==> src/hdl/sitoa_pkg.sv <==
package sitoa_pkg;

    localparam logic [7:0] CHAR_ZERO  = 8'd48;
    localparam logic [7:0] CHAR_MINUS = 8'd45;

    typedef struct packed {
        logic [7:0] character;
        logic       last;
    } result_t;

    // Number of decimal digits needed for a magnitude of up to 2^(w-1).
    function automatic int dec_digits(input int w);
        return (((w - 1) * 1233) >> 12) + 1;
    endfunction

endpackage

==> src/hdl/sitoa_fifo.sv <==
module sitoa_fifo
#(
    parameter int WIDTH = 8,
    parameter int DEPTH = 2
)
(
    input  logic             clk,
    input  logic             rst_n,
    input  logic             wr_en,
    input  logic [WIDTH-1:0] wr_data,
    output logic             full,
    input  logic             rd_en,
    output logic [WIDTH-1:0] rd_data,
    output logic             empty
);

    localparam int PTR_W = (DEPTH > 1) ? $clog2(DEPTH) : 1;
    localparam int CNT_W = $clog2(DEPTH + 1);

    logic [WIDTH-1:0] mem_reg [DEPTH];
    logic [PTR_W-1:0] wr_ptr_reg, wr_ptr_next;
    logic [PTR_W-1:0] rd_ptr_reg, rd_ptr_next;
    logic [CNT_W-1:0] cnt_reg, cnt_next;
    logic             do_wr;
    logic             do_rd;

    assign full    = (cnt_reg == CNT_W'(DEPTH));
    assign empty   = (cnt_reg == '0);
    assign do_wr   = wr_en && !full;
    assign do_rd   = rd_en && !empty;
    assign rd_data = mem_reg[rd_ptr_reg];

    always_comb
    begin
        wr_ptr_next = wr_ptr_reg;
        rd_ptr_next = rd_ptr_reg;
        cnt_next    = cnt_reg;
        if (do_wr)
        begin
            wr_ptr_next = (wr_ptr_reg == PTR_W'(DEPTH - 1)) ? '0 : wr_ptr_reg + 1'b1;
        end
        if (do_rd)
        begin
            rd_ptr_next = (rd_ptr_reg == PTR_W'(DEPTH - 1)) ? '0 : rd_ptr_reg + 1'b1;
        end
        if (do_wr && !do_rd)
        begin
            cnt_next = cnt_reg + 1'b1;
        end
        else if (do_rd && !do_wr)
        begin
            cnt_next = cnt_reg - 1'b1;
        end
    end

    always_ff @(posedge clk or negedge rst_n)
    begin
        if (!rst_n)
        begin
            wr_ptr_reg <= '0;
            rd_ptr_reg <= '0;
            cnt_reg    <= '0;
        end
        else
        begin
            wr_ptr_reg <= wr_ptr_next;
            rd_ptr_reg <= rd_ptr_next;
            cnt_reg    <= cnt_next;
        end
    end

    always_ff @(posedge clk)
    begin
        if (do_wr)
        begin
            mem_reg[wr_ptr_reg] <= wr_data;
        end
    end

endmodule

==> src/hdl/sitoa_front.sv <==
module sitoa_front
#(
    parameter int VALUE_WIDTH = 32
)
(
    input  logic                   push,
    input  logic [VALUE_WIDTH-1:0] value,
    output logic                   full,
    input  logic                   item_full,
    output logic                   item_wr,
    output logic [VALUE_WIDTH:0]   item_data
);

    logic                   neg;
    logic [VALUE_WIDTH-1:0] mag;

    // The magnitude of the most negative value, 2^(W-1), fits the unsigned word.
    assign neg       = value[VALUE_WIDTH-1];
    assign mag       = neg ? (~value + 1'b1) : value;
    assign full      = item_full;
    assign item_wr   = push && !item_full;
    assign item_data = {neg, mag};

endmodule

==> src/hdl/sitoa_back.sv <==
module sitoa_back
    import sitoa_pkg::*;
#(
    parameter int VALUE_WIDTH = 32
)
(
    input  logic                 clk,
    input  logic                 rst_n,
    input  logic                 item_empty,
    input  logic [VALUE_WIDTH:0] item_data,
    output logic                 item_pop,
    input  logic                 res_full,
    output logic                 res_push,
    output result_t              res
);

    localparam int NDIG  = dec_digits(VALUE_WIDTH);
    localparam int BCD_W = 4 * NDIG;
    localparam int BIT_W = $clog2(VALUE_WIDTH + 1);
    localparam int DIG_W = $clog2(NDIG + 1);

    localparam logic [2:0] ST_IDLE = 3'd0;
    localparam logic [2:0] ST_SIGN = 3'd1;
    localparam logic [2:0] ST_CONV = 3'd2;
    localparam logic [2:0] ST_SKIP = 3'd3;
    localparam logic [2:0] ST_EMIT = 3'd4;

    logic [2:0]             state_reg, state_next;
    logic [VALUE_WIDTH-1:0] mag_reg, mag_next;
    logic [BCD_W-1:0]       bcd_reg, bcd_next;
    logic [BIT_W-1:0]       bit_cnt_reg, bit_cnt_next;
    logic [DIG_W-1:0]       dig_left_reg, dig_left_next;
    logic [BCD_W-1:0]       bcd_adj;
    logic [3:0]             top_digit;

    // Add three to every digit of five or more before the next left shift.
    always_comb
    begin
        for (int i = 0; i < NDIG; i++)
        begin
            bcd_adj[4*i +: 4] = (bcd_reg[4*i +: 4] >= 4'd5) ?
                                bcd_reg[4*i +: 4] + 4'd3 : bcd_reg[4*i +: 4];
        end
    end

    assign top_digit = bcd_reg[BCD_W-1 -: 4];

    always_comb
    begin
        state_next    = state_reg;
        mag_next      = mag_reg;
        bcd_next      = bcd_reg;
        bit_cnt_next  = bit_cnt_reg;
        dig_left_next = dig_left_reg;
        item_pop      = 1'b0;
        res_push      = 1'b0;
        res.character = CHAR_ZERO + {4'b0000, top_digit};
        res.last      = (dig_left_reg == DIG_W'(1));
        unique case (state_reg)
            ST_IDLE:
            begin
                if (!item_empty)
                begin
                    item_pop     = 1'b1;
                    mag_next     = item_data[VALUE_WIDTH-1:0];
                    bcd_next     = '0;
                    bit_cnt_next = BIT_W'(VALUE_WIDTH);
                    state_next   = item_data[VALUE_WIDTH] ? ST_SIGN : ST_CONV;
                end
            end
            ST_SIGN:
            begin
                res.character = CHAR_MINUS;
                res.last      = 1'b0;
                if (!res_full)
                begin
                    res_push   = 1'b1;
                    state_next = ST_CONV;
                end
            end
            ST_CONV:
            begin
                bcd_next     = {bcd_adj[BCD_W-2:0], mag_reg[VALUE_WIDTH-1]};
                mag_next     = {mag_reg[VALUE_WIDTH-2:0], 1'b0};
                bit_cnt_next = bit_cnt_reg - 1'b1;
                if (bit_cnt_reg == BIT_W'(1))
                begin
                    dig_left_next = DIG_W'(NDIG);
                    state_next    = ST_SKIP;
                end
            end
            ST_SKIP:
            begin
                if (top_digit == 4'd0 && dig_left_reg != DIG_W'(1))
                begin
                    bcd_next      = {bcd_reg[BCD_W-5:0], 4'd0};
                    dig_left_next = dig_left_reg - 1'b1;
                end
                else
                begin
                    state_next = ST_EMIT;
                end
            end
            ST_EMIT:
            begin
                if (!res_full)
                begin
                    res_push = 1'b1;
                    if (dig_left_reg == DIG_W'(1))
                    begin
                        state_next = ST_IDLE;
                    end
                    else
                    begin
                        bcd_next      = {bcd_reg[BCD_W-5:0], 4'd0};
                        dig_left_next = dig_left_reg - 1'b1;
                    end
                end
            end
            default:
            begin
                state_next = ST_IDLE;
            end
        endcase
    end

    always_ff @(posedge clk or negedge rst_n)
    begin
        if (!rst_n)
        begin
            state_reg <= ST_IDLE;
        end
        else
        begin
            state_reg <= state_next;
        end
    end

    always_ff @(posedge clk)
    begin
        mag_reg      <= mag_next;
        bcd_reg      <= bcd_next;
        bit_cnt_reg  <= bit_cnt_next;
        dig_left_reg <= dig_left_next;
    end

endmodule

==> src/hdl/signed_int_to_decimal_ascii_top.sv <==
// A negative value first emits its minus sign. The binary-to-BCD converter (shift-and-add-three)
// then shifts one bit a cycle, leading zero digits are skipped, and the digits are emitted one
// character per cycle while the result queue is not full. The input queue can accept new values,
// until it is full, while the converter is still working on an earlier one.
// Reset clears both queues and the converter state; no value survives reset.
module signed_int_to_decimal_ascii_top
    import sitoa_pkg::*;
#(
    parameter int VALUE_WIDTH = 32
)
(
    input  logic                          clk,
    input  logic                          rst_n,
    input  logic                          push,
    output logic                          full,
    input  logic signed [VALUE_WIDTH-1:0] value,
    output logic                          empty,
    input  logic                          pop,
    output logic [7:0]                    character,
    output logic                          last
);

    localparam int RES_W = $bits(result_t);

    logic                 item_full;
    logic                 item_empty;
    logic                 item_wr;
    logic                 item_pop;
    logic [VALUE_WIDTH:0] item_wr_data;
    logic [VALUE_WIDTH:0] item_rd_data;
    logic                 res_full;
    logic                 res_push;
    result_t              res_in;
    result_t              res_out;
    logic [RES_W-1:0]     res_rd_data;

    sitoa_front #(
        .VALUE_WIDTH(VALUE_WIDTH)
    ) u_front (
        .push     (push),
        .value    (value),
        .full     (full),
        .item_full(item_full),
        .item_wr  (item_wr),
        .item_data(item_wr_data)
    );

    sitoa_fifo #(
        .WIDTH(VALUE_WIDTH + 1),
        .DEPTH(2)
    ) u_item_q (
        .clk    (clk),
        .rst_n  (rst_n),
        .wr_en  (item_wr),
        .wr_data(item_wr_data),
        .full   (item_full),
        .rd_en  (item_pop),
        .rd_data(item_rd_data),
        .empty  (item_empty)
    );

    sitoa_back #(
        .VALUE_WIDTH(VALUE_WIDTH)
    ) u_back (
        .clk       (clk),
        .rst_n     (rst_n),
        .item_empty(item_empty),
        .item_data (item_rd_data),
        .item_pop  (item_pop),
        .res_full  (res_full),
        .res_push  (res_push),
        .res       (res_in)
    );

    sitoa_fifo #(
        .WIDTH(RES_W),
        .DEPTH(2)
    ) u_res_q (
        .clk    (clk),
        .rst_n  (rst_n),
        .wr_en  (res_push),
        .wr_data(res_in),
        .full   (res_full),
        .rd_en  (pop),
        .rd_data(res_rd_data),
        .empty  (empty)
    );

    assign res_out   = result_t'(res_rd_data);
    assign character = res_out.character;
    assign last      = res_out.last;

endmodule

==> config.mk <==
export PLATFORM = sky130hd
export DESIGN_NAME = signed_int_to_decimal_ascii_top
export DESIGN_NICKNAME = d
export VERILOG_FILES = /design/src/hdl/sitoa_pkg.sv /design/src/hdl/sitoa_fifo.sv /design/src/hdl/sitoa_front.sv /design/src/hdl/sitoa_back.sv /design/src/hdl/signed_int_to_decimal_ascii_top.sv
export SDC_FILE = /design/constraint.sdc
export NUM_CORES = 1
export LEC_CHECK = 0
export ABC_AREA = 1
export BUFFER_PORTS_ARGS = -buffer_cell sky130_fd_sc_hd__buf_2
export CAP_MARGIN = 30
export CORE_MARGIN = 2
export CORE_UTILIZATION = 55
export CTS_BUF_LIST = sky130_fd_sc_hd__clkbuf_4
export DETAILED_ROUTE_END_ITERATION = 10
export PLACE_DENSITY = 0.72
export SLEW_MARGIN = 5
export SYNTH_ARGS = -nofsm -noshare
export SYNTH_HDL_FRONTEND = slang
export SYNTH_HIERARCHICAL = 1
export SYNTH_SLANG_ARGS = --single-unit
==> constraint.sdc <==
create_clock -name clk -period 5.9 [get_ports clk]
set_clock_uncertainty 0.05 [all_clocks]
set_input_delay 1.18 -clock clk [delete_from_list [all_inputs] [get_ports clk]]
set_output_delay 1.18 -clock clk [all_outputs]
set_load 0.01 [all_outputs]
==> results.toml <==
[cells_and_area]
filler_cell_count = 1452
largest_reg_flops = 66
combined_area_of_the_multi_input_logic_cells_um2 = 3560
final_nets = 1156
finalInstanceArea_um2 = 10100
syn2layout_area_growth_pct = 7.65
seqCellArea_um2 = 5260
final_layout_size_suffix_gt1_share_pct = 12.0

[setup_path]
crit_path_max_fanout = 11
timing.rr.start = "u_back/state_reg[0]"
path_common_cell = "nand2_1"
r2r_setup_slack_ps = 3630
worstPathArrival_ps = 1880
critPathKind = "flop to primary output"
series_of_cell_instances_along_the_critical_path = "clkinv_1 > nand2_1 > nand2_1 > buf_2"
slowest_stage = "dfrtp_1"
critical_path.n_buffers_inverters = 2
critical_path.max_stage_delay_ps = 590
crit_end_category = "primary output"
worst_r2r_endpoint = "u_res_q/mem_reg[1][2]"
timing.critical_path.depth = 4
cp.required_ps = 4670
crit_path_start_kind = "flop"
r2r_cells = 7
crit_family = "flip-flops"

[cts]
tritoncts = "yes"
cts_resized = 0
cts.hold.buffers_added = 0
cts_sinks = 177
cts_max_path_buffers = 2
clkTransAtPathRegs_ps = 150
postCtsSetupBuffers = 0
ctsRootBufferMaster = "clkbuf_4"
tritoncts_buffers = 17
ctsHtreeMaxLevel = 4
worstSkewPairLatency_ps = 580

[status]
run_status = "completed"

[global_routing]
initial_antenna_violation_count = 1
grt_max_degree = 72
final_global_route_overflow_total = 0
grt_pass1_wl_um = 29000
global_route.usage.total_pct = 19.9
grt_pass1_vias = 6234

[yosys]
synth_seq_cells = 177
synth_seq_area_share_pct = 55.8
yosys.area.top_type = "edfxtp_1"
share_of_async_settable_or_async_resettable_flops_after_synthesis_pct = 6.21
synthDistinctLibCells = 33
syn_area_um2 = 9430
synth-edff-count = 166
synth_top_flop_cell = "edfxtp_1"
synthesis.area_per_instance_um2 = 8.97
ys_warn_count = 6
syn-instance-count = 1051
post-synth-top-area-fraction_pct = 52.9
synth_area_leaders = "edfxtp_1, nand2_1, inv_1"

[detailed_routing]
routed-via-count = 6759
detail_route.wl_per_cell_um = 12.9
detail_route.iter0.violations = 515
detail_route.drc_violations = 0
postRouteAntennaNets = 0
drt_pass1_iterations = 5
route.final.wire_length_um = 17100
vias_per_cell = 5.10

[power]
leak_pwr_nw = 4.53
worst_ir_drop_vdd_v = 0.000245
powerDensity_nw_per_um2 = 521

[floorplan]
floorplan.die.height_um = 135
ios = 47
core_um2 = 16600
initial_core_util_pct = 56.6
design.die.area_um2 = 18200
rows = 47
die_x_um = 135

[sta]
setup_viol_count_final = 0
worst-slew-pin-transition_ps = 725
final_min_period_over_clock_period_pct = 52.7
timing.max_slew.rel_slack_pct = 51.6
report.final.slew_viol_count = 0
max_freq_mhz = 322
setup_repair_after_global_routing_missed_its_margin = "false"
fin_hold_ws_ps = 405
timing.setup.tns_ps = 0
final.min_clock_period_ps = 3110
timing_hold_violations_final = 0

[hold_path]
min-delay-path-class = "primary input to async pin"

[placed_design]
hpwl_um = 11600
place.port_buffers = 46
post_dp_cell_area_um2 = 9820
gp_congestion = 0.856

[run]
max_cap_violations = 0
==> per-stage QoR <==
step           util (%)  power [mW]  setup slack, ps  instances
3_5_place_dp       59.0        4.58             3140       1293
6_report           61.0        5.29             2790       1326
5_1_grt            61.0        5.76             2580       1326
3_3_place_gp       58.9        4.47             3170       1292
4_1_cts            61.0        5.34             2720       1325
2_1_floorplan         -        4.03             1940       1052
==> worst max-delay path by stage <==
stage,startpoint,to,slack (ps)
after floorplan,u_back/state_reg[0],u_back/bit_cnt_reg[0],1940
after global routing,u_res_q/rd_ptr_reg,character[1],2580
after global placement,value[31],u_item_q/mem_reg[0][10],3170
after CTS,u_res_q/rd_ptr_reg,last,2720
final,u_res_q/rd_ptr_reg,last,2790
after detailed placement,value[31],u_item_q/mem_reg[0][10],3140
==> synth_stat cells (all sizes together) (7+ instances only) <==
master and count:
a21oi 19, buf 31, dfrtp 11, edfxtp 166
ha 28, inv 115, nand2 404, nand3 52
nor2 94, o21ai 75, o22ai 10, xnor2 7
xor2 15
==> where the power goes <==
part           leakage, nW  internal, mW  total, mW  switching [mW]
clock network        0.171         0.307      0.755           0.448
registers             1.72          2.14       2.37           0.233
logic                 2.64         0.677       2.16            1.48
total                 4.53          3.12       5.29            2.17
==> kinds of logic after synthesis <==
kind of cell               Yosys count  synth area share (%)
and+or+nand+nor                    564                  25.3
DFF                                177                  55.8
buffers and inverters              148                  6.72
AOI/OAI and AO/OA                  110                  6.32
adders and majority gates           28                  3.72
xor gates and xnor gates            22                  2.04
other                                2                0.0797
==> layout by cell type (no fill, tap or decap), types with 17 or more instances in the layout <==
cell / netlist / routed
ha_1: 28 / 28
nand2_1: 394 / 394
clkbuf_4: 0 / 17
inv_1: 108 / 108
edfxtp_1: 166 / 166
buf_2: 20 / 46
a21oi_1: 19 / 19
nor2_1: 74 / 72
o21ai_0: 69 / 68
nand3_1: 50 / 50
==> layer usage <==
layer	vias to the layer above	wire (um)	global-route usage, %
met5	-	0	0
met4	0	316	7.60
met3	18	803	3.87
met2	166	8100	33.0
met1	3075	7830	26.2
li1	3500	-	-
==> layout make-up <==
cell class | instances | area share, %
Clock inverter | 15 | 1.90
Multi-Input combinational cell | 727 | 35.1
Tap cell | 220 | 2.71
Timing Repair Buffer | 53 | 2.91
Clock buffer | 17 | 1.26
Antenna cell | 1 | 0.0247
Sequential cell | 177 | 51.8
Inverter | 116 | 4.29
(Power assumes the default switching activity.)
